$ cat config.mk
export PLATFORM = sky130hd
export DESIGN_NAME = cpgs_queue
export DESIGN_NICKNAME = d
export VERILOG_FILES = /design/src/rtl/cpgs_pkg.sv /design/src/rtl/cpgs_queue.sv
export SDC_FILE = /design/constraint.sdc
export NUM_CORES = 1
export LEC_CHECK = 0
export ABC_CLOCK_PERIOD_IN_PS = 15900
export BUFFER_PORTS_ARGS = -buffer_cell sky130_fd_sc_hd__buf_2
export CELL_PAD_IN_SITES_DETAIL_PLACEMENT = 2
export CELL_PAD_IN_SITES_GLOBAL_PLACEMENT = 2
export CORE_MARGIN = 2
export CORE_UTILIZATION = 43
export CTS_BUF_LIST = sky130_fd_sc_hd__clkbuf_8
export CTS_CLUSTER_SIZE = 25
export DETAILED_ROUTE_END_ITERATION = 10
export PLACE_DENSITY_LB_ADDON = 0.1
export SETUP_SLACK_MARGIN = 0.4
export SLEW_MARGIN = 20
export SYNTH_ARGS = -nofsm -noshare
export SYNTH_HDL_FRONTEND = slang
export SYNTH_SLANG_ARGS = --single-unit
export TNS_END_PERCENT = 20
$ cat constraint.sdc
create_clock -name clk -period 15.9 [get_ports clk]
set_clock_uncertainty 0.2 [all_clocks]
set_input_delay 0 -clock clk [delete_from_list [all_inputs] [get_ports clk]]
set_output_delay 0 -clock clk [all_outputs]
set_load 0.005 [all_outputs]
$ cat src/rtl/cpgs_pkg.sv
// Shared types and constants for the cubic pair gap statistics block.
// No dependencies.
`default_nettype none
package cpgs_pkg;
	localparam int MAX_SAMPLES = 4096;
	localparam int CNT_W       = $clog2(MAX_SAMPLES + 1);
	localparam int COEF_W      = 32;
	localparam int DIFF_W      = COEF_W + 1;
	localparam int POS_W       = 16;
	localparam int STEP_W      = 15;
	localparam int GAP_W       = 32;
	localparam int H_W         = GAP_W - 8;
	localparam int SUM_W       = GAP_W + CNT_W;
	localparam int SUM16_W     = H_W + CNT_W;
	localparam int SQ_W        = 2 * H_W + CNT_W;
	localparam int DVD_W       = SQ_W;
	localparam int DCNT_W      = $clog2(DVD_W + 1);
	localparam int ACC_W       = 48;
	localparam int XM_W        = POS_W + 1;
	localparam int PROD_W      = ACC_W + XM_W;
	localparam int T_W         = PROD_W + 1;
	localparam int X_W         = POS_W + 2;
	localparam int IDX_W       = 2;

	localparam logic [IDX_W-1:0] REG_SAMPLE_STEP  = 2'd0;
	localparam logic [IDX_W-1:0] REG_WINDOW_START = 2'd1;
	localparam logic [IDX_W-1:0] REG_WINDOW_END   = 2'd2;
	localparam logic [IDX_W-1:0] REG_HARD_WINDOW  = 2'd3;

	typedef struct packed {
		logic                     rng_short;
		logic signed [DIFF_W-1:0] d0;
		logic signed [DIFF_W-1:0] d1;
		logic signed [DIFF_W-1:0] d2;
		logic signed [DIFF_W-1:0] d3;
		logic signed [POS_W-1:0]  x_start;
		logic signed [POS_W-1:0]  x_end;
		logic [STEP_W-1:0]        step;
	} cpgs_job_t;
endpackage
`default_nettype wire

$ cat src/rtl/cpgs_queue.sv
// Two-entry queue of classified requests between front and back end.
// Depends on cpgs_pkg.
`default_nettype none
module cpgs_queue (
	input  wire logic                clk,
	input  wire logic                arst_n,
	input  wire logic                wr,
	input  cpgs_pkg::cpgs_job_t      wr_job,
	output logic                     full,
	input  wire logic                rd,
	output logic                     empty,
	output cpgs_pkg::cpgs_job_t      rd_job
);
	import cpgs_pkg::*;

	cpgs_job_t  mem_q [2];
	logic       wp_q;
	logic       rp_q;
	logic [1:0] cnt_q;

	assign full   = cnt_q == 2'd2;
	assign empty  = cnt_q == 2'd0;
	assign rd_job = mem_q[rp_q];

	always_ff @(posedge clk) begin
		if (wr && !full) mem_q[wp_q] <= wr_job;
	end

	always_ff @(posedge clk or negedge arst_n) begin
		if (!arst_n) begin
			wp_q  <= 1'b0;
			rp_q  <= 1'b0;
			cnt_q <= 2'd0;
		end else begin
			if (wr && !full) wp_q <= !wp_q;
			if (rd && !empty) rp_q <= !rp_q;
			cnt_q <= cnt_q + 2'((wr && !full) ? 1 : 0) - 2'((rd && !empty) ? 1 : 0);
		end
	end
endmodule
`default_nettype wire

==> reports/results.ini, run 1 <==
[clock_network]
hold_buffers = 286
ctsResizeCount = 0
cts_setup_buffers = 0
clock_sinks = 364
tritoncts.num_buffers = 61
cts_buffer_depth = 3
cts-root-buf = clkbuf_8
htreeDepth = 2

[place]
place_ws_ns = 12.15
gp_congestion = 0.801
place_hpwl_um = 24600
portBuffers = 365

[synth]
synthCells = 578
syn_area_sq_um = 13500
synthDistinctLibCells = 15
ys_seq_area_share_pct = 80.6
ys_seq_elements = 364
syn-mean-instance-area_sq_um = 23.4
syn_nets = 764
synth_warnings = 0

[outcome]
error = [ERROR RSZ-0060] Max buffer count reached.
lastStage = clock tree synthesis (4_1_cts)
status = did not finish

[floorplanning]
pin_count = 366
die_x_um = 181
die_h_um = 181
fp-row-count = 64
initial_utilization_pct = 43.9

[cell usage after synthesis]
master      n  area (sq um)
mux2_2     90          1010
mux2_4     90          1350
nor2_1      2          7.51
buf_6      11           124
nand2_1     1          3.75
nand2b_1    1          6.26
nor2b_1     1          6.26
and3_1      1          6.26
xnor2_1     3          26.3
inv_1       2          7.51
dfrtp_1     4           100
edfxtp_1  360         10800
ha_1        2          25.0
buf_2       9          45.0
xor2_1      1          8.76
[per-stage QoR]
stage	std cells	hold WS, ns	cell area, sq um	util [%]
global placement	1325	-0.389	15800	51.1
detailed placement	1325	-0.378	15800	51.1
floorplan	578	-0.496	13500	-
[cells by family after synthesis]
family | count (synthesis) | share of synthesized area (%)
DFF | 364 | 80.6
buffers and inverters | 22 | 1.30
and+or+nand+nor | 6 | 0.222
muxes | 180 | 17.5
adders and majority gates | 2 | 0.185
xor gates and xnor gates | 4 | 0.259
==> run 2, diff against run 1 <==
CELL_PAD_IN_SITES_DETAIL_PLACEMENT = not set   (was 2)
CELL_PAD_IN_SITES_GLOBAL_PLACEMENT = not set   (was 2)
CORE_UTILIZATION = 40   (was 43)
CTS_BUF_LIST = not set   (was sky130_fd_sc_hd__clkbuf_8)
CTS_CLUSTER_SIZE = not set   (was 25)
PLACE_DENSITY_LB_ADDON = 0.15   (was 0.1)
SETUP_SLACK_MARGIN = not set   (was 0.4)
==> run 2 against run 1 <==
Net effect: the run now ends clean; synthesized cell count is the same; area after synthesis unchanged.
==> reports/results.ini, run 2 <==
[outcome]
status = complete, no violations  ; was did not finish

[synth]
ys_seq_area_share_pct = 80.6  ; unchanged
syn_area_sq_um = 13500  ; unchanged
synth_top_area_share_pct = 79.8  ; unchanged
synth_most_common_cell = edfxtp_1  ; unchanged
synthTopCellsByCount = edfxtp_1, mux2_2, mux2_4, buf_6, buf_2  ; unchanged
async_reset_ff_share_pct = 1.10  ; unchanged
synth_top_flop_cell = edfxtp_1  ; unchanged
synthCells = 578  ; unchanged
synth_edf_count = 360  ; unchanged
synth_warnings = 0  ; unchanged
synth_top_area_cell = edfxtp_1  ; unchanged
synth_area_leaders = edfxtp_1, mux2_4, mux2_2, buf_6, dfrtp_1  ; unchanged
syn_nets = 764  ; unchanged
syn-mean-instance-area_sq_um = 23.4  ; unchanged
ys_seq_elements = 364  ; unchanged
synthDistinctLibCells = 15  ; unchanged

[place]
dpl_cell_area_sq_um = 15800  ; about the same
place_ws_ns = 12.22  ; was 12.15 ns
portBuffers = 365  ; unchanged
gp_congestion = 0.701  ; was 0.801
place_hpwl_um = 17200  ; was 24,600 um

[final_layout]
nets = 1365
top_regs = mem_q (360), cnt_q (2)
syn2layout_area_growth_pct = 41.1
drive_gt1_share_pct = 50.1
final_common_cell = buf_2
final_cell_mix = buf_2, edfxtp_1, dlygate4sd3_1, mux2_2, mux2_4
diodes = 0
final_cell_area_sq_um = 19100
largest_register = mem_q
largest_register_ff_count = 360

[grt]
grt_pass1_wl_um = 42500
grt_overflow = 0
grt_pass1_vias = 8005
grt_max_degree = 129
antenna_found_initial = 0
grtUsageTotal_pct = 15.4

[critical_path]
cp-end-kind = flip-flop
required_ns = 15.82
critPathKind = reg -> reg
crit_path_max_fanout = 70
arrival_ns = 3.52
cp-start-kind = flip-flop

[power_and_ir_drop]
internal-power_uw = 2290
power_density_nw_per_um2 = 164
p_sw_uw = 839
p_seq_share_pct = 44.4
power_frac_comb_pct = 29.1
power_frac_clock_pct = 26.5
p_leak_uw = 0.00747
peakVddDrop_mv = 0.153
p_sw_share_pct = 26.8
total_power_uw = 3130

[clock_network]
cts_tree = yes
tritoncts.num_buffers = 39  ; was 61
clock_sinks = 364  ; unchanged
cts_buffer_depth = 3  ; unchanged
clkLatencyLatePin_ns = 0.50
clkTransAtPathRegs_ns = 0.06
cts-root-buf = clkbuf_16  ; was clkbuf_8
htreeDepth = 2  ; unchanged

[detailed_routing]
ant_nets = 0
wl_um = 27900
route.detailed.drc = 0
first_pass_iters = 4
drt_iter0_markers = 302
wl_per_cell_um = 16.9
vias_per_cell = 4.50
vias = 7458

[sta]
relSlewSlack_pct = 32.3
rsz0062_at_grt = false
fmax_mhz = 277
setup_tns_ns = 0
fin_ws_ns = 12.29
min_period_ns = 3.61
worstMarginPinSlew_ns = 1.02
hold_viol = 0
finalSetupViolations = 0
post-route-period-util_pct = 22.7
final_max_slew_viol_count = 0

[floorplanning]
fp-row-count = 67  ; was 64
die_x_um = 188  ; was 181 um
pin_count = 366  ; unchanged
initial_utilization_pct = 40.5  ; was 43.9%
dieArea_sq_um = 35300
die_h_um = 188  ; was 181 um
fp.coreArea_sq_um = 33400

[worst_hold_path]
min_path_type = in -> reg

[job]
drv_cap = 0

==> run 2: cell type report <==
cell class / instances / area, sq um
clock buffers: 54 / 1080
repair buffers: 580 / 3980
multi-input cells: 192 / 2470
clock inverters: 17 / 101
well taps: 448 / 561
flip-flops and latches: 364 / 10900
inverters: 2 / 7.51
fillers: 2624 / 14300
==> run 2: power by group through the flow <==
stage / clock network (uW) / registers [uW] / logic, uW
6_report: 831 / 1390 / 911
5_1_grt: 890 / 1410 / 983
4_1_cts: 855 / 1390 / 932
3_5_place_dp: 0 / 1410 / 886
3_3_place_gp: 0 / 1400 / 889
2_1_floorplan: 0 / 1420 / 574
==> run 2: through the flow <==
step | instances | hold WS [ns] | util, %
after global routing | 1657 | 0.00761 | 57.1
after detailed placement | 1377 | -0.386 | 47.3
after global placement | 1377 | -0.386 | 47.3
final | 1657 | 0.0166 | 57.1
after floorplan | 578 | -0.496 | -
after CTS | 1656 | 0.000239 | 57.1
==> run 2: critical path, stage by stage (launching register included) <==
cell,delay [ns]
dfrtp_1,0.40
nand2b_1,0.13
and3_4,0.72
buf_4,0.81
buf_4,0.88
==> run 2: cells by family after synthesis <==
logic type,count (synthesis),synth area share [%]
buf+inv,22,1.30
flops,364,80.6
xor+xnor,4,0.259
mux,180,17.5
fa+ha+maj,2,0.185
simple gates,6,0.222
==> run 2: final timing paths <==
path	start	endpoint	slack (ns)	cells after the start
worst max-delay path	cnt_q[1]	mem_q[1][173]	12.29	4
worst min-delay path	wr_job[40]	mem_q[0][40]	0.02	2
worst max register to register	cnt_q[1]	mem_q[1][173]	12.29	4
worst min register to register	cnt_q[1]	cnt_q[1]	0.30	1
max in group asynchronous	arst_n	rp_q	15.11	3
min in group asynchronous	arst_n	cnt_q[1]	0.20	3
==> run 2: what timing repair did <==
action | CTS | global route
hold buffers | 208 | 1
setup buffers | 0 | 0
gates resized for setup | 0 | 0
endpoints found under the hold margin | 392 | 2
==> run 2: metal layers <==
metal	global-route usage [%]	part of all wire, %
met1	19.1	42
met2	25.4	47
met3	5.91	9.2
met4	4.27	2.2
met5	0	0
Note: power is estimated with default switching activity, not from simulation.
==> run 3, diff against run 2 <==
ABC_CLOCK_PERIOD_IN_PS = 3100   (was 15900)
clock period = 3.1 ns   (was 15.9 ns; I/O delays follow)
==> run 3 against run 2 <==
Net effect: die area is the same; clock-buffer cell count up 1; critical path depth did not move; global-route usage grew 1.0 points; core utilization grew 2.7 points; highest routed layer unchanged; cell area rose by 4.6%; first-iteration DRC count is 9.3% higher; power grew to 5.2 times the previous value; via count rose by 6.2%; worst hold slack barely moved; combinational power rose to 5.5 times the previous value; sequential cell count unchanged; critical endpoint is now rd_job[68].
==> reports/results.ini, run 3 (synthesis gave the netlist of run 2 again) <==
[floorplanning]
fp-row-count = 67  ; unchanged
initial_utilization_pct = 40.5  ; unchanged
die_x_um = 188  ; unchanged
pin_count = 366  ; unchanged
dieArea_sq_um = 35300  ; unchanged
die_h_um = 188  ; unchanged
fp.coreArea_sq_um = 33400  ; unchanged

[critical_path]
cp_slowest_cell = dfrtp_4  ; was buf_4
cpPeakStageDelay_ns = 0.60  ; was 0.88 ns
path_delay_family = buffers and inverters  ; unchanged
rrSetupSlack_ns = 1.00  ; was 12.29 ns
cp-start-kind = flip-flop  ; unchanged
path_depth = 4  ; unchanged
critPathBufInv = 3  ; was 2
arrival_ns = 2.23  ; was 3.52 ns
cp-end-kind = output port  ; was flip-flop
crit_chain = buf_12, buf_4, mux2_2, buf_2  ; was nand2b_1, and3_4, buf_4, buf_4
reg2reg_to = mem_q[1][177]  ; was mem_q[1][173]
critPathKind = reg -> out  ; was reg -> reg
r2r_cells = 3  ; was 4
required_ns = 2.90  ; was 15.82 ns
crit_path_max_fanout = 32  ; was 70
reg2reg_from = cnt_q[1]  ; unchanged

[sta]
post-route-period-util_pct = 78.5
hold_viol = 0  ; unchanged
final_max_slew_viol_count = 0  ; unchanged
hold_ws_ns = 0.0169  ; was 0.0166 ns
relSlewSlack_pct = 53.8  ; was 32.3%
fmax_mhz = 411
min_period_ns = 2.43
finalSetupViolations = 0  ; unchanged
worstMarginPinSlew_ns = 0.693  ; was 1.02 ns
rsz0062_at_grt = false  ; unchanged

[worst_hold_path]
whs_path_depth = 2  ; unchanged
min_path_type = in -> reg  ; unchanged
min_to = mem_q[1][10]  ; was mem_q[0][40]
hold_start = wr_job[10]  ; was wr_job[40]

[place]
dpl_cell_area_sq_um = 16000  ; was 15,800 sq um
place_hpwl_um = 17700  ; was 17,200 um
portBuffers = 365  ; unchanged
gp_congestion = 0.719  ; was 0.701

[grt]
antenna_found_initial = 0  ; unchanged
grt_max_degree = 93  ; was 129
grtUsageTotal_pct = 16.4  ; was 15.4%
grt_pass1_wl_um = 45500  ; was 42,500 um
grt_pass1_vias = 8359  ; was 8,005
grt_overflow = 0  ; unchanged

[clock_network]
cts_buffer_depth = 3  ; unchanged
tritoncts.num_buffers = 39  ; unchanged
clkTransAtPathRegs_ns = 0.06  ; about the same
clock_sinks = 364  ; unchanged
htreeDepth = 2  ; unchanged
ctsResizeCount = 0  ; unchanged
cts-root-buf = clkbuf_16  ; unchanged
clkLatencyLatePin_ns = 0.52  ; was 0.50 ns
cts_tree = yes  ; unchanged
cts_setup_buffers = 0  ; unchanged

[detailed_routing]
wl_um = 29600  ; was 27,900 um
vias_per_cell = 4.57  ; was 4.50
top_layer = met4  ; unchanged
wl_met3_um = 2180  ; was 2560 um
first_pass_iters = 4  ; unchanged
route.detailed.drc = 0  ; unchanged
vias = 7922  ; was 7,458
wl_met2_um = 14400  ; was 13,000 um
drt_iter0_markers = 330  ; was 302
m1WireLength_um = 12200  ; was 11,700 um
ant_nets = 0  ; unchanged
wl_per_cell_um = 17.0  ; was 16.9 um

[final_layout]
largest_register_ff_count = 360  ; unchanged
syn2layout_area_growth_pct = 47.7  ; was 41.1%
nFillCells = 2524  ; was 2,624
final_common_cell = buf_2  ; unchanged
top_regs = mem_q (360), cnt_q (2)  ; unchanged
final_cell_mix = buf_2, edfxtp_1, dlygate4sd3_1, mux2_2, mux2_4  ; unchanged
diodes = 0  ; unchanged
drive_gt1_share_pct = 47.3  ; was 50.1%
nets = 1448  ; was 1,365
final_cell_area_sq_um = 20000  ; was 19,100 sq um
largest_register = mem_q  ; unchanged

[power_and_ir_drop]
p_leak_uw = 0.00782  ; was 0.00747 uW
power_density_nw_per_um2 = 814  ; was 164 nW/um^2
peakVddDrop_mv = 0.469  ; was 0.153 mV

[outcome]
status = complete, no violations  ; unchanged

[job]
drv_cap = 0  ; unchanged

[run 3: final cells by class]
cell class | count | area, sq um | share of cell area, %
multi-input combinational | 192 | 2470 | 12.3
clock buffer | 55 | 1080 | 5.39
tap | 448 | 561 | 2.80
sequential | 364 | 10900 | 54.6
timing repair buffer | 663 | 4890 | 24.5
clock inverter | 11 | 75.1 | 0.375
inverter | 2 | 7.51 | 0.0375
[run 3: worst max-delay path by stage]
stage	start	endpoint
after floorplan	cnt_q[1]	mem_q[0][0]
after global placement	cnt_q[1]	mem_q[1][176]
after detailed placement	cnt_q[1]	mem_q[1][176]
after CTS	rp_q	rd_job[68]
after global routing	rp_q	rd_job[68]
final	rp_q	rd_job[68]
[run 3: layer usage]
metal	GRT usage, %	vias to the layer above
li1	-	3680
met1	20.2	3887
met2	27.7	299
met3	5.00	56
met4	5.51	0
met5	0	-
[run 3: repair_timing]
item,in CTS,in global routing
hold buffers,278,4
hold endpoints to repair,374,6
setup endpoints to repair,0,0
[run 3: power by group]
group          switching (uW)  total [uW]  internal (uW)
Combinational            2350        5050           2700
Sequential                276        7000           6720
Clock                    1740        4240           2490
[run 3: stage by stage]
stage,TNS [ns],cells,total power [uW],setup WS [ns],util [%]
finish,0,1735,16300,0.667,59.8
global route,0,1735,17100,0.573,59.8
CTS,0,1731,16500,0.635,59.7
detailed placement,0,1387,12000,0.955,47.9
global placement,0,1387,11900,0.996,47.9
floorplan,-192.84,578,10000,-0.790,-
