## config.mk

```make
export PLATFORM = sky130hd
export DESIGN_NAME = cpgs_front
export DESIGN_NICKNAME = d
export VERILOG_FILES = /design/src/rtl/cpgs_pkg.sv /design/src/rtl/cpgs_front.sv
export SDC_FILE = /design/constraint.sdc
export NUM_CORES = 1
export LEC_CHECK = 0
export BUFFER_PORTS_ARGS = -buffer_cell sky130_fd_sc_hd__buf_2
export CAP_MARGIN = 20
export CORE_AREA = 2 2 202 204
export CTS_BUF_LIST = sky130_fd_sc_hd__clkbuf_16
export CTS_CLUSTER_DIAMETER = 80
export DETAILED_ROUTE_END_ITERATION = 7
export DIE_AREA = 0 0 204 206
export SKIP_CTS_REPAIR_TIMING = 1
export SLEW_MARGIN = 10
export SYNTH_ARGS = -nofsm -noshare
export SYNTH_HDL_FRONTEND = slang
export SYNTH_SLANG_ARGS = --single-unit
```

## constraint.sdc

```tcl
create_clock -name clk -period 12.85 [get_ports clk]
set_clock_uncertainty 0.2 [all_clocks]
set_input_delay 2.57 -clock clk [delete_from_list [all_inputs] [get_ports clk]]
set_output_delay 2.57 -clock clk [all_outputs]
set_load 0.01 [all_outputs]
```

## src/rtl/cpgs_pkg.sv

```systemverilog
// Shared types and constants for the cubic pair gap statistics block.
// No dependencies.
`default_nettype none
package cpgs_pkg;
	localparam int MAX_SAMPLES = 4096;
	localparam int CNT_W       = $clog2(MAX_SAMPLES + 1);
	localparam int COEF_W      = 32;
	localparam int DIFF_W      = COEF_W + 1;
	localparam int POS_W       = 16;
	localparam int STEP_W      = 15;
	localparam int GAP_W       = 32;
	localparam int H_W         = GAP_W - 8;
	localparam int SUM_W       = GAP_W + CNT_W;
	localparam int SUM16_W     = H_W + CNT_W;
	localparam int SQ_W        = 2 * H_W + CNT_W;
	localparam int DVD_W       = SQ_W;
	localparam int DCNT_W      = $clog2(DVD_W + 1);
	localparam int ACC_W       = 48;
	localparam int XM_W        = POS_W + 1;
	localparam int PROD_W      = ACC_W + XM_W;
	localparam int T_W         = PROD_W + 1;
	localparam int X_W         = POS_W + 2;
	localparam int IDX_W       = 2;

	localparam logic [IDX_W-1:0] REG_SAMPLE_STEP  = 2'd0;
	localparam logic [IDX_W-1:0] REG_WINDOW_START = 2'd1;
	localparam logic [IDX_W-1:0] REG_WINDOW_END   = 2'd2;
	localparam logic [IDX_W-1:0] REG_HARD_WINDOW  = 2'd3;

	typedef struct packed {
		logic                     rng_short;
		logic signed [DIFF_W-1:0] d0;
		logic signed [DIFF_W-1:0] d1;
		logic signed [DIFF_W-1:0] d2;
		logic signed [DIFF_W-1:0] d3;
		logic signed [POS_W-1:0]  x_start;
		logic signed [POS_W-1:0]  x_end;
		logic [STEP_W-1:0]        step;
	} cpgs_job_t;
endpackage
`default_nettype wire

```

## src/rtl/cpgs_front.sv

```systemverilog
// Front end: configuration registers and classification of each request.
// Depends on cpgs_pkg.
`default_nettype none
module cpgs_front (
	input  wire logic                              clk,
	input  wire logic                              arst_n,
	input  wire logic                              cfg_we,
	input  wire logic [cpgs_pkg::IDX_W-1:0]        cfg_index,
	input  wire logic [cpgs_pkg::POS_W-1:0]        cfg_data,
	input  wire logic signed [cpgs_pkg::COEF_W-1:0] f_c0,
	input  wire logic signed [cpgs_pkg::COEF_W-1:0] f_c1,
	input  wire logic signed [cpgs_pkg::COEF_W-1:0] f_c2,
	input  wire logic signed [cpgs_pkg::COEF_W-1:0] f_c3,
	input  wire logic signed [cpgs_pkg::POS_W-1:0]  f_from,
	input  wire logic signed [cpgs_pkg::POS_W-1:0]  f_to,
	input  wire logic signed [cpgs_pkg::COEF_W-1:0] s_c0,
	input  wire logic signed [cpgs_pkg::COEF_W-1:0] s_c1,
	input  wire logic signed [cpgs_pkg::COEF_W-1:0] s_c2,
	input  wire logic signed [cpgs_pkg::COEF_W-1:0] s_c3,
	input  wire logic signed [cpgs_pkg::POS_W-1:0]  s_from,
	input  wire logic signed [cpgs_pkg::POS_W-1:0]  s_to,
	output cpgs_pkg::cpgs_job_t                     job
);
	import cpgs_pkg::*;

	logic [STEP_W-1:0]       step_q;
	logic signed [POS_W-1:0] wstart_q;
	logic signed [POS_W-1:0] wend_q;
	logic                    hard_q;
	logic signed [POS_W-1:0] st;
	logic signed [POS_W-1:0] en;
	logic [STEP_W-1:0]       stp;
	logic signed [X_W-1:0]   span;

	always_ff @(posedge clk or negedge arst_n) begin
		if (!arst_n) begin
			step_q   <= STEP_W'(64);
			wstart_q <= '0;
			wend_q   <= POS_W'(3200);
			hard_q   <= 1'b0;
		end else if (cfg_we) begin
			unique case (cfg_index)
				REG_SAMPLE_STEP:  step_q   <= cfg_data[STEP_W-1:0];
				REG_WINDOW_START: wstart_q <= cfg_data;
				REG_WINDOW_END:   wend_q   <= cfg_data;
				REG_HARD_WINDOW:  hard_q   <= cfg_data[0];
				default: ;
			endcase
		end
	end

	always_comb begin
		st = wstart_q;
		en = wend_q;
		if (!hard_q) begin
			if (f_from > st) st = f_from;
			if (s_from > st) st = s_from;
			if (f_to < en) en = f_to;
			if (s_to < en) en = s_to;
		end
		stp  = (step_q == '0) ? STEP_W'(1) : step_q;
		span = X_W'(en) - X_W'(st);
		job.rng_short = span < $signed({3'b000, stp});
		job.d0 = DIFF_W'(f_c0) - DIFF_W'(s_c0);
		job.d1 = DIFF_W'(f_c1) - DIFF_W'(s_c1);
		job.d2 = DIFF_W'(f_c2) - DIFF_W'(s_c2);
		job.d3 = DIFF_W'(f_c3) - DIFF_W'(s_c3);
		job.x_start = st;
		job.x_end   = en;
		job.step    = stp;
	end
endmodule
`default_nettype wire

```

==> metrics.md, run 1 <==
| Metric | Value |
|---|---|
| Status | `completed` |
| CP arrival | `9.73 ns` |
| Num CTS Buffers | `5` |
| Synth top area cells | `ha_1 23%, dfrtp_1 9.4%, inv_1 7.9%, xnor2_1 6.1%, a21oi_1 5.0%` |
| Setup WS pre-CTS | `-0.194 ns` |
| Commonest non-fill, non-tap cell in the layout | `buf_2` |
| Max-slew violation count | `0` |
| Initial Utilization | `29.3%` |
| Longest Clk Path Bufs | `2` |
| H-tree lvl count | `2` |
| Hold/Removal Path Class | `reg -> reg` |
| Fin worst setup slack | `0.349 ns` |
| DR pass1 iterations | `5` |
| Detail Route Antenna Nets | `0` |
| Peak VDD IR | `0.000118 V` |
| Switching share of power | `49.4%` |
| Synth top area share | `23.1%` |
| Synth warn | `0` |
| Number of port buffers | `520` |
| Via count | `13.5k` |
| Max-Cap Viols | `0` |
| Largest stage delay, worst path | `0.42 ns` |
| Detailed Route Iter0 Violations | `747` |
| Final min period | `12.50 ns` |
| Initial antenna violation count | `4` |
| Syn Inst Count | `1604` |
| Clock power frac | `8.3%` |
| Final WL | `45.0 mm` |
| Share of layout cells above drive strength 1 | `31.6%` |
| Vias in the first global route | `12.8k` |
| Post-synth top flop | `dfrtp_1` |
| Setup crit start kind | `input pin` |
| Final period util | `97.3%` |
| Net Switching | `1.03 mW` |
| Setup_tns | `0 ns` |
| Leakage | `8.44 nW` |
| Worst slew pin tran | `0.940 ns` |
| DIE AREA | `42000 um2` |
| F_max | `0.0800 GHz` |
| Synthesized area | `11800 um2` |
| Final number of hold-violating endpoints | `0` |
| Total core area | `40200 um2` |
| Critical path's most frequent cell | `buf_4` |
| RSZ-0062 raised after global routing | `true` |
| Total Routing Usage GR | `19.9%` |
| Worst-path clk slew | `0.07 ns` |
| Final HPWL DP | `39.6 mm` |
| Final net count | `2702` |
| Most frequent cells in the layout | `517 x buf_2, 246 x inv_1, 210 x ha_1` |
| Drt wl/cell | `16.8 um` |
| CTS tree | `built` |
| Area leader, netlist | `ha_1` |
| Slew margin rel. | `35.7%` |
| Endpoints failing setup | `0` |
| Pwr/cell area | `132 nW/um2` |
| Worst skew pair latency | `0.29 ns` |
| Crit-path max FO | `6` |
| Ys async rst share | `100%` |
| Congestion Overflow GR | `0` |
| Post-synth EDFFs | `0` |
| #FFs+latches synth | `48` |
| Top Family by Delay on Critical Path | `compound AO/OA/AOI/OAI gates` |
| Sequential area share after synthesis | `10.2%` |
| RePlAce Congestion | `0.978` |
| Worst EP required | `10.08 ns` |
| First-pass GRT wire length | `66.7 mm` |
| Root buffer cell | `clkbuf_16` |
| Chip width | `204 um` |
| Layout area overhead | `34.4%` |
| Register share of total power | `10.8%` |
| Rows | `74` |
| Critical path class | `in -> out` |
| Syn nets | `2167` |
| Average cell area after synthesis | `7.34 um2` |
| Worst setup EP type | `output port` |
| Die Y | `206 um` |
| Yosys cell types | `74` |
| Comb power frac | `80.8%` |
| # IOs | `521` |
| Internal cell power | `1.05 mW` |
| Worst-path cell with the longest stage delay | `a2111oi_4` |
| Worst path bufs/invs | `9` |
| Largest net degree at the start of global routing | `49` |
| Vias/cell | `5.07` |
| Drc violations | `0` |
| CTS Sinks | `48` |
[stage by stage]
step	instances	utilization, %	area [um2]	hold slack [ns]	total power, mW
CTS	2659	38.3	15400	0.326	1.96
detailed placement	2651	37.8	15200	0.310	1.77
finish	2675	39.3	15800	0.328	2.08
global placement	2651	37.8	15200	0.294	1.76
global route	2675	39.3	15800	0.346	2.28
floorplan	1604	-	11800	0.283	1.23
[sequential cells by signal (all words and copies together), names as in the netlist]
name,flops
step_q,15
hard_q,1
wstart_q,16
wend_q,16
[final cells by class]
cell class / instances / area, um2
fillers: 4230 / 24400
flip-flops and latches: 48 / 1210
repair buffers: 568 / 3030
multi-input cells: 1267 / 9770
diodes: 3 / 7.51
inverters: 249 / 935
well taps: 532 / 666
clock buffers: 5 / 125
clock inverters: 3 / 68.8
[worst paths after layout]
check / from / cells after the start / endpoint / slack, ns
hold / removal: step_q[0]$_DFFE_PN0P_ / 1 / step_q[0]$_DFFE_PN0P_ / 0.33
setup reg to reg: hard_q$_DFFE_PN0P_ / 1 / hard_q$_DFFE_PN0P_ / 11.57
min in group asynchronous: arst_n / 2 / step_q[11]$_DFFE_PN0P_ / 2.17
max in group asynchronous: arst_n / 2 / hard_q$_DFFE_PN0P_ / 9.83
hold reg to reg: step_q[0]$_DFFE_PN0P_ / 1 / step_q[0]$_DFFE_PN0P_ / 0.33
setup / recovery: f_to[1] / 39 / job[179] / 0.35
[cells by family (layout without fill, tap and decap cells)]
logic type                 after synthesis  in the layout  share of synthesized area (%)
AOI/OAI and AO/OA                      444            444                           24.8
muxes                                   69             69                           6.43
DFF                                     48             48                           10.2
adders and majority gates              224            224                           24.1
xor gates and xnor gates               110            110                           8.19
buffers and inverters                  289            825                           9.37
other                                    0              3                              0
and+or+nand+nor                        420            420                           16.9
[layer usage]
layer | vias to the layer above | part of all wire, % | GRT usage, %
met5 | - | 0 | 0
met4 | 0 | 2.5 | 4.97
met3 | 55 | 5.7 | 1.84
met2 | 453 | 50 | 36.7
met1 | 6306 | 42 | 24.7
li1 | 6735 | - | -
[power groups by stage]
| stage | combinational (mW) | sequential [mW] | clock, mW |
|---|---|---|---|
| global placement | 1.53 | 0.227 | 0 |
| detailed placement | 1.54 | 0.227 | 0 |
| global route | 1.87 | 0.229 | 0.181 |
| floorplan | 1.03 | 0.202 | 0 |
| CTS | 1.56 | 0.224 | 0.175 |
| finish | 1.68 | 0.226 | 0.173 |
[synth_stat cells, types with 23 or more instances]
| library cell | instances |
|---|---|
| a21oi_1 | 117 |
| nand3_1 | 31 |
| o21ai_0 | 92 |
| nor2_1 | 131 |
| clkbuf_1 | 30 |
| mux2i_1 | 31 |
| o21a_1 | 23 |
| nor2b_1 | 30 |
| nand2_1 | 105 |
| xor2_1 | 28 |
| dfrtp_1 | 44 |
| mux2_2 | 35 |
| nor3_1 | 36 |
| xnor2_1 | 82 |
| inv_1 | 248 |
| ha_1 | 217 |
| a211oi_1 | 24 |
| a21o_1 | 39 |
Power figures use the tool's default switching activity.
==> run 2: changes to the inputs <==
--- a/config.mk
+++ b/config.mk
@@ -5,7 +5,7 @@
 export SDC_FILE = /design/constraint.sdc
 export NUM_CORES = 1
 export LEC_CHECK = 0
-export BUFFER_PORTS_ARGS = -buffer_cell sky130_fd_sc_hd__buf_2
+export BUFFER_PORTS_ARGS = -buffer_cell sky130_fd_sc_hd__clkbuf_2
 export CAP_MARGIN = 20
 export CORE_AREA = 2 2 202 204
 export CTS_BUF_LIST = sky130_fd_sc_hd__clkbuf_16
==> run 2 against run 1 <==
  * Critical path type unchanged
  * Fmax is 1.6% lower
  * Die area is the same
  * Highest routed layer is now met5
  * Global-route usage up 0.18 points
  * Clock-buffer cell count stayed put
  * Sequential cell count did not move
  * Hold slack got worse by 0.0034 ns
  * Utilization grew 0.33 points
==> metrics.md, run 2 (synthesis gave the netlist of run 1 again) <==
| Metric | Value |
|---|---|
| Most frequent cells in the layout | `517 x clkbuf_2, 245 x inv_1, 207 x ha_1` |
| H-tree lvl count | `2` |
| DR pass1 iterations | `5` |
| Final period util | `98.9%` |
| Final HPWL DP | `40.4 mm` |
| Total core area | `40200 um2` |
| Max-slew violation count | `0` |
| Worst-path cell with the longest stage delay | `or4_1` |
| Worst-path clk slew | `0.07 ns` |
| Worst setup EP type | `output port` |
| Detailed Route Iter0 Violations | `740` |
| RePlAce Congestion | `0.974` |
| Rows | `74` |
| Status | `completed` |
| Longest Clk Path Bufs | `2` |
| Num CTS Buffers | `5` |
| Largest stage delay, worst path | `0.53 ns` |
| Final Cell Area | `15900 um2` |
| Max-Cap Viols | `0` |
| Vias in the first global route | `12.8k` |
| Chip width | `204 um` |
| Via count | `13.5k` |
| Net Switching | `1.05 mW` |
| Initial antenna violation count | `5` |
| Comb power frac | `82.7%` |
| Switching share of power | `50.3%` |
| Layout area overhead | `35.5%` |
| Fin worst setup slack | `0.146 ns` |
| First-pass GRT wire length | `66.6 mm` |
| DIE AREA | `42000 um2` |
| Worst slew pin tran | `0.913 ns` |
| Drc violations | `0` |
| Setup crit start kind | `input pin` |
| Vias/cell | `5.03` |
| Die Y | `206 um` |
| Placed cell count | `2660` |
| # IOs | `521` |
| CTS tree | `built` |
| Total Routing Usage GR | `20.0%` |
| Setup WS pre-CTS | `-0.251 ns` |
| Clock power frac | `6.4%` |
| Crit-path max FO | `8` |
| Final net count | `2718` |
| Pwr/cell area | `131 nW/um2` |
| Placement Cell Area | `15300 um2` |
| Internal cell power | `1.04 mW` |
| Top flop regs | `wend_q x16, wstart_q x16, step_q x15` |
| Largest net degree at the start of global routing | `49` |
| Critical path's most frequent cell | `a21oi_2` |
| Number of port buffers | `520` |
| Initial Utilization | `29.3%` |
| Final min period | `12.70 ns` |
| Worst skew pair latency | `0.29 ns` |
| CTS Sinks | `48` |
| Detail Route Antenna Nets | `0` |
| Final core utilization | `39.7%` |
| Root buffer cell | `clkbuf_16` |
| Drt wl/cell | `16.9 um` |
| Share of layout cells above drive strength 1 | `32.3%` |
| Commonest non-fill, non-tap cell in the layout | `clkbuf_2` |
| Hold/Removal Path Class | `reg -> reg` |
| RSZ-0062 raised after global routing | `true` |
| Leakage | `8.61 nW` |
| Critical path class | `in -> out` |
| WHS | `0.325 ns` |
| Endpoints failing setup | `0` |
| Congestion Overflow GR | `0` |
| Final Non-Filler Cells | `2692` |
| Final number of hold-violating endpoints | `0` |
| Register share of total power | `10.9%` |
| Slew margin rel. | `38.9%` |
| F_max | `0.0787 GHz` |
| Final WL | `45.5 mm` |
| Peak VDD IR | `0.0000926 V` |
| Worst EP required | `10.08 ns` |
| CP arrival | `9.93 ns` |
==> run 2: changes by cell type in the layout (fill, tap and decap cells not counted), sizes merged <==
cell	delta
clkinv	+2
clkbuf	+517
bufinv	-2
diode	+1
buf	-501
==> run 2: metrics by stage <==
step,setup TNS [ns],power [mW]
after floorplan,0,1.23
after global placement,-0.0785,1.78
after detailed placement,-0.251,1.79
after CTS,-0.298,1.94
after global routing,-0.301,2.29
final,0,2.09
==> run 2: power by group through the flow <==
stage / registers [mW] / logic (mW) / clock network, mW
after floorplan: 0.202 / 1.03 / 0
after global placement: 0.228 / 1.55 / 0
after detailed placement: 0.228 / 1.57 / 0
after CTS: 0.226 / 1.58 / 0.133
after global routing: 0.231 / 1.91 / 0.141
final: 0.228 / 1.73 / 0.133
==> run 2: layer usage <==
metal  track usage, %  vias up  wire (um)  part of all wire [%]
li1                 -     6773          -                     -
met1             24.1     6248      19100                    42
met2             36.0      438      22100                    48
met3             2.92       87       2580                   5.7
met4             7.58        2       1790                   3.9
met5                0        -         18                 0.040
==> run 2: path summary, 6_finish.rpt <==
| check | start | to | slack, ns | cells past startpoint |
|---|---|---|---|---|
| max | f_to[2] | job[179] | 0.15 | 40 |
| min in group asynchronous | arst_n | step_q[14]$_DFFE_PN0P_ | 2.17 | 2 |
| max in group asynchronous | arst_n | hard_q$_DFFE_PN0P_ | 9.82 | 2 |
| min reg2reg | step_q[0]$_DFFE_PN0P_ | step_q[0]$_DFFE_PN0P_ | 0.33 | 1 |
| min | step_q[0]$_DFFE_PN0P_ | step_q[0]$_DFFE_PN0P_ | 0.33 | 1 |
| max reg2reg | hard_q$_DFFE_PN0P_ | hard_q$_DFFE_PN0P_ | 11.55 | 1 |
==> run 2: final cells by class <==
| cell class | instances | area, um2 |
|---|---|---|
| Fill cell | 4296 | 24200 |
| Tap cell | 532 | 666 |
| Sequential cell | 48 | 1210 |
| Inverter | 249 | 935 |
| Clock inverter | 3 | 17.5 |
| Multi-Input combinational cell | 1267 | 9840 |
| Timing Repair Buffer | 584 | 3140 |
| Clock buffer | 5 | 125 |
| Antenna cell | 4 | 10.0 |
==> run 2: worst max-delay path, delay by kind of cell <==
kind	cells	cell delay, ns
AO/OA/AOI/OAI	18	3.57
AND/OR/NAND/NOR	11	1.79
adder cells (fa/ha/maj)	4	1.01
buffers and inverters	6	0.78
multiplexers	1	0.19
==> run 3: changes to the inputs <==
--- a/config.mk
+++ b/config.mk
@@ -5,13 +5,15 @@
 export SDC_FILE = /design/constraint.sdc
 export NUM_CORES = 1
 export LEC_CHECK = 0
+export ABC_AREA = 1
+export ABC_CLOCK_PERIOD_IN_PS = 12850
 export BUFFER_PORTS_ARGS = -buffer_cell sky130_fd_sc_hd__clkbuf_2
 export CAP_MARGIN = 20
-export CORE_AREA = 2 2 202 204
+export CORE_AREA = 2 2 200 202
 export CTS_BUF_LIST = sky130_fd_sc_hd__clkbuf_16
 export CTS_CLUSTER_DIAMETER = 80
 export DETAILED_ROUTE_END_ITERATION = 7
-export DIE_AREA = 0 0 204 206
+export DIE_AREA = 0 0 202 204
 export SKIP_CTS_REPAIR_TIMING = 1
 export SLEW_MARGIN = 10
 export SYNTH_ARGS = -nofsm -noshare
==> run 3 against run 2 <==
  * Sequential power is 10% lower
  * Global-route usage is 2.1 points higher
  * Hold slack worse by 0.035 ns
  * Utilization is 1.9 points lower
  * Non-clock buffer count is 58 lower
  * Sequential share of layout area is 0.57 points higher
  * Clock power hardly changed
==> metrics.md, run 3 <==
| Metric | Value |
|---|---|
| Vias in the first global route | `12.9k` |
| DIE AREA | `41200 um2` |
| H-tree lvl count | `2` |
| Via count | `13.4k` |
| RSZ-0062 raised after global routing | `false` |
| Congestion Overflow GR | `0` |
| Critical path class | `in -> out` |
| Yosys cell types | `49` |
| Worst skew pair latency | `0.30 ns` |
| Sequential area share after synthesis | `10.5%` |
| Synth warn | `0` |
| Largest net degree at the start of global routing | `51` |
| Hold/Removal Path Class | `reg -> reg` |
| Total core area | `39200 um2` |
| Rows | `73` |
| Fin worst setup slack | `0.837 ns` |
| Endpoints failing setup | `0` |
| Hold path endpoint | `wend_q[3]$_DFFE_PN0P_` |
| Layout area overhead | `29.1%` |
| Detail Route Antenna Nets | `0` |
| Synthesized area | `11500 um2` |
| Average cell area after synthesis | `6.48 um2` |
| Worst slew pin tran | `1.04 ns` |
| Max-slew violation count | `0` |
| CTS tree | `built` |
| Drc violations | `0` |
| Setup WS pre-CTS | `0.577 ns` |
| Min-delay src | `wend_q[3]$_DFFE_PN0P_` |
| Final number of hold-violating endpoints | `0` |
| Slew margin rel. | `30.8%` |
| Synth cell count leaders | `359 x nand2_1, 356 x inv_1, 217 x ha_1` |
| Worst hold path cell count | `2` |
| Most frequent cells in the layout | `520 x clkbuf_2, 358 x inv_1, 357 x nand2_1` |
| Share of layout cells above drive strength 1 | `26.6%` |
| DR pass1 iterations | `6` |
| Post-synthesis mux area share | `0%` |
| Count leader, synth | `nand2_1` |
| Post-synth top flop | `dfrtp_1` |
| Max-Cap Viols | `0` |
| Top flop regs | `wend_q x16, wstart_q x16, step_q x15` |
| #FFs+latches synth | `48` |
| Chip width | `202 um` |
| Final net count | `2825` |
| Setup crit start kind | `input pin` |
| Status | `completed` |
| Leakage | `8.94 nW` |
| Post-synthesis xor/xnor area fraction | `10.2%` |
| Worst-path cell with the longest stage delay | `ha_1` |
| Worst-path clk slew | `0.07 ns` |
| R2R cell count | `2` |
| Worst setup EP type | `output port` |
| Synth Area in Compound Gates | `21.3%` |
| Setup_tns | `0 ns` |
| Syn nets | `2332` |
| Commonest non-fill, non-tap cell in the layout | `clkbuf_2` |
| Vias/cell | `4.78` |
| RR Startpoint | `hard_q$_DFFE_PN0P_` |
| Detailed Route Iter0 Violations | `778` |
| # IOs | `521` |
| Drt wl/cell | `17.2 um` |
| Post-synth EDFFs | `0` |
| CP arrival | `9.24 ns` |
| Root buffer cell | `clkbuf_16` |
| Pwr/cell area | `137 nW/um2` |
| Synth top area cells | `ha_1 24%, nand2_1 12%, inv_1 12%, dfrtp_1 9.6%, a21oi_1 8.2%` |
| CTS Sinks | `48` |
| Final core utilization | `37.8%` |
| Crit-path max FO | `32` |
| Largest family of logic cells by synthesized area | `adder cells` |
| Reg2reg setup slack | `11.72 ns` |
| Peak VDD IR | `0.000109 V` |
| Longest Clk Path Bufs | `2` |
| Largest stage delay, worst path | `0.37 ns` |
| Worst EP required | `10.08 ns` |
| Simple-gate share of the synthesized area | `20.3%` |
| Critical path's most frequent cell | `nand2_1` |
| Num CTS Buffers | `5` |
| Number of port buffers | `520` |
| First-pass GRT wire length | `71.5 mm` |
| Final period util | `93.5%` |
| Initial antenna violation count | `14` |
| Fill count | `4298` |
| Final min period | `12.01 ns` |
| Syn Inst Count | `1769` |
| Ys async rst share | `100%` |
| Die Y | `204 um` |
| F_max | `0.0832 GHz` |
| Total Routing Usage GR | `22.2%` |
| Final WL | `48.1 mm` |
| Final HPWL DP | `43.5 mm` |
| Worst r2r dst | `hard_q$_DFFE_PN0P_` |
| Area leader, netlist | `ha_1` |
| Initial Utilization | `29.3%` |
| RePlAce Congestion | `0.961` |
| WHS | `0.290 ns` |
| Synth top area share | `23.7%` |
| Adder-cell share of the synthesized area | `24.6%` |
## run 3: how the worst max path moves through the flow
stage | startpoint | to | depth (start not counted)
after floorplan | f_from[15] | job[179] | 45
after global placement | f_from[9] | job[179] | 42
after detailed placement | f_from[11] | job[179] | 44
after CTS | f_from[11] | job[179] | 44
after global routing | f_from[11] | job[179] | 48
final | f_from[11] | job[179] | 46
## run 3: metal layers
| layer | up-vias | GRT usage [%] | routed length [um] | part of all wire [%] |
|---|---|---|---|---|
| met1 | 6112 | 26.9 | 20100 | 42 |
| li1 | 6787 | - | - | - |
| met3 | 65 | 2.74 | 2710 | 5.6 |
| met2 | 446 | 40.3 | 23700 | 49 |
| met4 | 0 | 7.75 | 1600 | 3.3 |
| met5 | - | 0 | 0 | 0 |
## run 3: final cells by class
class                   count  area (um2)  share of cell area (%)
diodes                     15        37.5                   0.254
clock buffers               5         125                   0.845
clock inverters             3        16.3                   0.110
inverters                 359        1350                    9.10
multi-input cells        1322        8760                    59.2
flip-flops and latches     48        1210                    8.15
well taps                 525         657                    4.44
repair buffers            526        2650                    17.9
## run 3: logic make-up (layout without fill, tap and decap cells)
| kind of cell | count (synthesis) | count (layout) |
|---|---|---|
| flops | 48 | 48 |
| buf+inv | 399 | 893 |
| compound gates | 423 | 423 |
| simple gates | 543 | 543 |
| other cells | 0 | 15 |
| xor+xnor | 134 | 134 |
| fa+ha+maj | 222 | 222 |
## run 3: through the flow
| step | total power, mW | instance area (um2) | cells |
|---|---|---|---|
| after floorplan | 1.35 | 11500 | 1769 |
| after global placement | 1.87 | 14600 | 2779 |
| after detailed placement | 1.89 | 14600 | 2779 |
| after CTS | 2.03 | 14800 | 2787 |
| after global routing | 2.25 | 14800 | 2800 |
| final | 2.03 | 14800 | 2803 |
## run 3: worst max-delay path: cells and delay by family
kind            cells  cell delay (ns)
compound gates     16             2.48
xor+xnor            2             0.41
fa+ha+maj           4             1.25
buf+inv             4             0.59
simple gates       20             1.89
## run 3: power breakdown
part / internal [mW] / total, mW / leakage (nW) / switching [mW]
sequential: 0.177 / 0.205 / 0.591 / 0.0281
clock: 0.0713 / 0.132 / 0.0765 / 0.0605
combinational: 0.654 / 1.70 / 8.27 / 1.04
